$ cat src/hdl/ddk_pkg.sv
package ddk_pkg;

    localparam int SPR_FRAC   = 24;
    localparam int CFG_IDX_W  = 3;
    localparam int DIV_BITS   = 32;
    localparam int DIV_STEP   = 2;
    localparam int DIV_STAGES = DIV_BITS / DIV_STEP;

    localparam logic [CFG_IDX_W-1:0] CFG_HALF_TRACK    = 3'd0;
    localparam logic [CFG_IDX_W-1:0] CFG_RPM_PER_SPEED = 3'd1;
    localparam logic [CFG_IDX_W-1:0] CFG_SPEED_PER_RPM = 3'd2;
    localparam logic [CFG_IDX_W-1:0] CFG_INV_TRACK     = 3'd3;
    localparam logic [CFG_IDX_W-1:0] CFG_MAX_RPM       = 3'd4;

    typedef struct packed {
        logic [23:0] half_track;
        logic [31:0] rpm_per_speed;
        logic [23:0] speed_per_rpm;
        logic [23:0] inv_track;
        logic [30:0] max_rpm;
    } t_cfg;

    typedef struct packed {
        logic        func;
        logic        sat;
        logic        neg_l;
        logic        neg_r;
        logic [31:0] lo_n;
        logic [31:0] ro_n;
        logic [31:0] speed;
        logic [31:0] turn;
        logic [31:0] pv;
    } t_side;

    typedef struct packed {
        logic [31:0] rem;
        logic [31:0] wq;
    } t_lane;

    function automatic logic [31:0] mag32(input logic [31:0] a);
        return a[31] ? (~a + 32'd1) : a;
    endfunction

endpackage

$ cat src/hdl/ddk_div_stage.sv
module ddk_div_stage
    import ddk_pkg::*;
(
    input  logic  i_clk,
    input  logic  i_rst_n,
    input  logic  i_en,
    input  logic  i_valid,
    input  t_side i_side,
    input  t_lane i_lane_l,
    input  t_lane i_lane_r,
    output logic  o_valid,
    output t_side o_side,
    output t_lane o_lane_l,
    output t_lane o_lane_r
);

    function automatic t_lane div_step(input t_lane a, input logic [31:0] d);
        t_lane       x;
        logic [32:0] r2;
        x = a;
        for (int k = 0; k < DIV_STEP; k++) begin
            r2   = {x.rem, x.wq[31]};
            x.wq = {x.wq[30:0], 1'b0};
            if (r2 >= {1'b0, d}) begin
                r2      = r2 - {1'b0, d};
                x.wq[0] = 1'b1;
            end
            x.rem = r2[31:0];
        end
        return x;
    endfunction

    always_ff @(posedge i_clk) begin
        if (!i_rst_n) begin
            o_valid <= 1'b0;
        end else if (i_en) begin
            o_valid <= i_valid;
        end
        if (i_en) begin
            o_side   <= i_side;
            o_lane_l <= div_step(i_lane_l, i_side.pv);
            o_lane_r <= div_step(i_lane_r, i_side.pv);
        end
    end

endmodule

$ cat config.mk
export PLATFORM = sky130hd
export DESIGN_NAME = ddk_div_stage
export DESIGN_NICKNAME = d
export VERILOG_FILES = /design/src/hdl/ddk_pkg.sv /design/src/hdl/ddk_div_stage.sv
export SDC_FILE = /design/constraint.sdc
export NUM_CORES = 1
export LEC_CHECK = 0
export CAP_MARGIN = 10
export CORE_AREA = 2 2 229 231
export DETAILED_ROUTE_END_ITERATION = 7
export DIE_AREA = 0 0 231 233
export DONT_BUFFER_PORTS = 1
export MAX_ROUTING_LAYER = met4
export SKIP_CTS_REPAIR_TIMING = 1
export SLEW_MARGIN = 20
export SYNTH_ARGS = -nofsm -noshare
export SYNTH_HDL_FRONTEND = slang
export SYNTH_SLANG_ARGS = --single-unit
$ cat constraint.sdc
create_clock -name i_clk -period 7.6 [get_ports i_clk]
set_clock_uncertainty 0.15 [all_clocks]
set_input_delay 1.52 -clock i_clk [delete_from_list [all_inputs] [get_ports i_clk]]
set_output_delay 1.52 -clock i_clk [all_outputs]
set_load 0.02 [all_outputs]
=== Word-level counts from Yosys, hierarchy flattened ===
Index checks and enable logic that the tools add are counted.

* Output and inout bits: 293
* Flip-flop bits (word level): 293

* Muxes and demuxes: 10
* $add $sub $neg: 4
* Order comparisons: 4

{| class="wikitable"
|+ Operators by type and width
! kind !! number
|-
| $mux W32 || 6
|-
| $ge A33 B32 Y1 || 4
|-
| $sub A32 B32 Y32 || 4
|-
| $mux W1 || 4
|}

=== Logic depth before layout (Yosys ltp) ===
* Depth after elaboration: 5
* Gate-level depth with buffers: 27
* Depth with buffers taken out: 24

=== Worst setup path after synthesis ===
No wires, ideal clock.

* Path type: input to register
* From: input port i_side[1] in the netlist's numbering
* To: register o_lane_r[34] in the netlist's numbering, data pin
* Cell stages on the path: 26
* Buffers on the path: 3
* Data arrival time: 6.616 ns
* Data required time: 7.190 ns
* Setup time: 0.260 ns
* Slack: 0.573 ns
* Cell sequence: inv_1 -> ha_1 -> nor2b_1 -> o211ai_1 -> a21oi_2 -> o21bai_2 -> a21boi_2 -> o311a_1 -> nor2_1 -> clkbuf_1 -> buf_1 -> nor2_1 -> nor2_1 -> ha_1 -> a21oi_1 -> nor2_1 -> a211oi_1 -> a211oi_2 -> nor4_2 -> o31ai_1 -> a21o_1 -> a211o_1 -> a211oi_4 -> inv_4 -> buf_12 -> mux2_4

* Longest elaborated chain between the ends: 5
* Elaborated cells on any way between the ends: 7
* Those cells by class: add/sub: 2; order compare: 2; mux: 3

{| class="wikitable"
|+ RTL lines
! element !! RTL line !! text
|-
| from (decl) || ddk_div_stage.sv:8 || <nowiki>input t_side i_side,</nowiki>
|-
| $sub A32 B32 Y32 or $ge A33 B32 Y1 (tied branches) || ddk_div_stage.sv:25, ddk_div_stage.sv:24 ||
|-
| $mux W32 || ddk_div_stage.sv:24 || <nowiki>if (r2 >= {1'b0, d}) begin</nowiki>
|-
| $mux W32 || ddk_div_stage.sv:39 || <nowiki>if (i_en) begin</nowiki>
|-
| $sub A32 B32 Y32 or $ge A33 B32 Y1 (tied branches) || ddk_div_stage.sv:25, ddk_div_stage.sv:24 ||
|-
| $mux W32 * || ddk_div_stage.sv:24 ||
|-
| to (signal assigned) || ddk_div_stage.sv:42 || <nowiki>o_lane_r <= div_step(i_lane_r, i_side.pv);</nowiki>
|-
| to (decl) || ddk_div_stage.sv:14 || <nowiki>output t_lane o_lane_r</nowiki>
|}

Mark *: on every way between the ends. The rest lies on a longest branch, timed or not. The select of a mux whose other input is x is not followed.
A chain may end at the register's enable or synchronous reset.

=== Worst setup path in the final report ===
* From: input port i_side[3] in the netlist's numbering
* To: register o_lane_l[35] in the netlist's numbering, data pin

* Longest elaborated chain between the ends: 5
* Elaborated cells on any way between the ends: 7
* Those cells by class: add/sub: 2; order compare: 2; mux: 3

{| class="wikitable"
|+ RTL lines
! element !! RTL line !! text
|-
| $ge A33 B32 Y1 or $sub A32 B32 Y32 (tied branches) || ddk_div_stage.sv:24, ddk_div_stage.sv:25 ||
|-
| $mux W32 || ddk_div_stage.sv:24 ||
|-
| $mux W32 || ddk_div_stage.sv:39 ||
|-
| $sub A32 B32 Y32 or $ge A33 B32 Y1 (tied branches) || ddk_div_stage.sv:25, ddk_div_stage.sv:24 ||
|-
| $mux W32 * || ddk_div_stage.sv:24 ||
|-
| to (signal assigned) || ddk_div_stage.sv:41 || <nowiki>o_lane_l <= div_step(i_lane_l, i_side.pv);</nowiki>
|-
| to (decl) || ddk_div_stage.sv:13 || <nowiki>output t_lane o_lane_l,</nowiki>
|}

Marks and branches as above.

==> out/qor.yml <==
grt_pass1_vias: 12000
start_util: 0.330
tightest_slew_ns: 1.07
area.growth.synth_to_final_pct: 14.4
pwr-share-comb: 0.272
synth_top_family_by_area: "compound AO/OA/AOI/OAI gates"
die_h_um: 233
p_per_area_nw_per_um2: 302
power.static_leakage_nw: 7.52
dr.pass1.iters: 5
crit_path_end_kind: "flop"
yosys_warnings: 0
crit_required_ns: 7.72
drtAntennaViolNets: 0
place_ws_ns: -0.00999
max_slew_margin: 0.284
grt_setup_unrepaired: "false"
num_rows: 83
die_area_um2: 53800
antenna_found_initial: 26
synth_compound_gate_area_share: 0.147
grt_start_max_net_pins: 294
critPathLaunchType: "input port"
numCtsBuffers: 36
syn_avg_cell_area_um2: 11.9
synthMuxAreaShare: 0.0596
post_drt_wl_per_cell_um: 31.5
htreeDepth: 2
hp-class: "flop to flop"
nets: 1923
synth_fa_ha_area_frac: 0.0996
crit_type: "input port to flop"
die_w_um: 231
crit_chain: "inv_1 > ha_1 > a21o_1 > a21oi_1 > a21oi_1 > o21ai_0 > a21oi_1 > and2_1 > a21oi_4 > buf_12 > mux2_2 > ha_1 > a21oi_1 > o21ai_0 > a221oi_1 > o22a_1 > o31a_1 > a21boi_1 > o21ai_1 > a21bo_1 > o2111ai_4 > buf_4 > mux2_1"
syn_inst: 1417
clock-sinks: 293
vias: 12200
power.share.clock: 0.286
period_minus_slack_ns: 7.12
drtIter0Drc: 664
synthArstFlopShare: 0
ioPinCount: 589
drv_slew: 0
cts_tree: "built"
synth_edf_count: 292
final_hold_viol_count: 0
fmax_mhz: 141
drive_above_1_share: 0.135
fin_crit_sh: 0.936
cp_max_fo: 32
ys.flop_type: "edfxtp_1"
synth_seq_cells: 293
swShare: 0.348
critPathMostFrequentCell: "a21oi_1"
synth_cell_types: 88
met2_usage: 0.449
synthesis.nets: 1845
grt_usage: 0.258
yosys.area_share.simple: 0.0912
syn_area_um2: 16900
clk_latency_ns: 0.54
fin_hold_ws_ns: 0.576
setup_violations: 0
slowest_stage: "a221oi_1"
clockBufferDepth: 3
path_buf_inv: 3
outcome: "complete, no violations"
core_area_um2: 51100
ys_seq_area_frac: 0.520
grt_pass1_wl_um: 94000
grtUsageMet1: 0.277
slowest_delay_ns: 0.50
p_switching_mw: 2.03
drt-total-wl_um: 70100
overflow: 0
peakVddDrop_mv: 0.169
fin_ws_ns: 0.484
maxCapViolations: 0
synth_xor_area_frac: 0.0560
use_met3: 0.106
drc_errors: 0
viasPerCell: 5.49
grt.busiest_layer: "met2"
p_int_mw: 3.80
hpwl_um: 56800
path_clk_slew_ns: 0.06
cp_top_family: "compound AO/OA/AOI/OAI gates"
power_frac_seq: 0.442
finalWeightedCongestion: 1.19
io_buffers: 0
cp.arrival_ns: 7.23
cts-root-buf: "clkbuf_16"
-- metal layers --
metal	wire length, um	vias to the layer above
li1	-	5529
met1	26300	6073
met2	35600	535
met3	7150	65
met4	1060	0
met5	0	-
-- placed cells by master (no fill, tap or decap), types with 5 or more instances in the layout --
cell type / synthesis / layout
clkinv_1: 0 / 7
a31oi_1: 16 / 16
mux2_4: 29 / 29
xor2_1: 36 / 36
edfxtp_1: 292 / 292
mux2_2: 19 / 19
xnor2_1: 72 / 72
clkinv_2: 0 / 6
buf_4: 0 / 67
o21ai_1: 19 / 19
nor3_1: 12 / 12
nand4_1: 15 / 15
o21ai_0: 75 / 75
nor4_1: 5 / 5
mux2_1: 29 / 29
nor2_1: 81 / 81
a21oi_1: 117 / 117
o21bai_1: 11 / 11
a31o_2: 6 / 6
o31ai_1: 7 / 7
nand3_1: 20 / 20
ha_1: 128 / 128
a211oi_1: 13 / 13
nor2b_1: 15 / 15
nand2b_1: 14 / 14
and3_1: 14 / 14
clkinvlp_4: 0 / 5
nand2_1: 110 / 110
clkbuf_16: 0 / 36
and2_1: 10 / 10
inv_1: 66 / 66
diode_2: 0 / 21
a21o_1: 47 / 47
o21a_1: 13 / 13
-- cells in the mapped netlist (20+ instances only) --
cell type | count | area [um^2]
nand3_1 | 20 | 100
xor2_1 | 36 | 315
mux2_4 | 29 | 435
edfxtp_1 | 292 | 8770
nor2_1 | 81 | 304
ha_1 | 128 | 1600
nand2_1 | 110 | 413
mux2_1 | 29 | 327
inv_1 | 66 | 248
a21o_1 | 47 | 353
o21ai_0 | 75 | 375
a21oi_1 | 117 | 586
xnor2_1 | 72 | 631
-- sequential cells by signal, summed over array words and instances, names as in the netlist --
name and cells:
o_lane_r 64, o_valid 1, o_lane_l 64, o_side 164
-- kinds of logic (layout without fill, tap and decap cells) --
family          Yosys count  after routing
other cells               0             21
xor+xnor                108            108
fa+ha+maj               132            132
flops                   293            293
simple gates            322            322
buf+inv                  98            203
mux                      80             80
compound gates          384            384
-- path summary, 6_finish.rpt --
kind              startpoint            to  slack (ns)  depth (start not counted)
setup / recovery   i_side[3]  o_lane_l[35]        0.48                         23
hold reg to reg      o_valid       o_valid        0.58                          2
hold / removal       o_valid       o_valid        0.58                          2
setup reg to reg     o_valid       o_valid        6.57                          2
-- tightest hold or removal path, delay by kind of cell, from the launching register on --
family           cells  cell delay, ns
muxes                1            0.19
and+or+nand+nor      1            0.07
DFF                  1            0.43
-- power groups by stage --
stage / clock network, mW / logic (mW) / registers (mW)
floorplan: 0 / 1.19 / 2.46
global placement: 0 / 1.55 / 2.63
detailed placement: 0 / 1.57 / 2.62
CTS: 1.71 / 1.59 / 2.59
global route: 1.77 / 1.74 / 2.59
finish: 1.67 / 1.59 / 2.58
-- per-stage QoR --
step	area [um^2]	util	power [mW]	cells	setup TNS (ns)
after floorplan	16900	-	3.65	1417	0
after global placement	18100	0.355	4.18	2137	0
after detailed placement	18100	0.355	4.19	2137	-0.00999
after CTS	19300	0.377	5.89	2202	0
after global routing	19300	0.378	6.10	2222	0
final	19300	0.378	5.83	2223	0
-- final cells by class --
| type | count | area [um^2] |
|---|---|---|
| Tap cell | 680 | 851 |
| Clock inverter | 26 | 214 |
| Multi-Input combinational cell | 1026 | 7680 |
| Fill cell | 4915 | 31800 |
| Antenna cell | 21 | 52.6 |
| Inverter | 68 | 258 |
| Clock buffer | 39 | 912 |
| Timing Repair Buffer | 70 | 563 |
| Sequential cell | 293 | 8790 |
No activity file was read; power rests on OpenSTA's default activity.
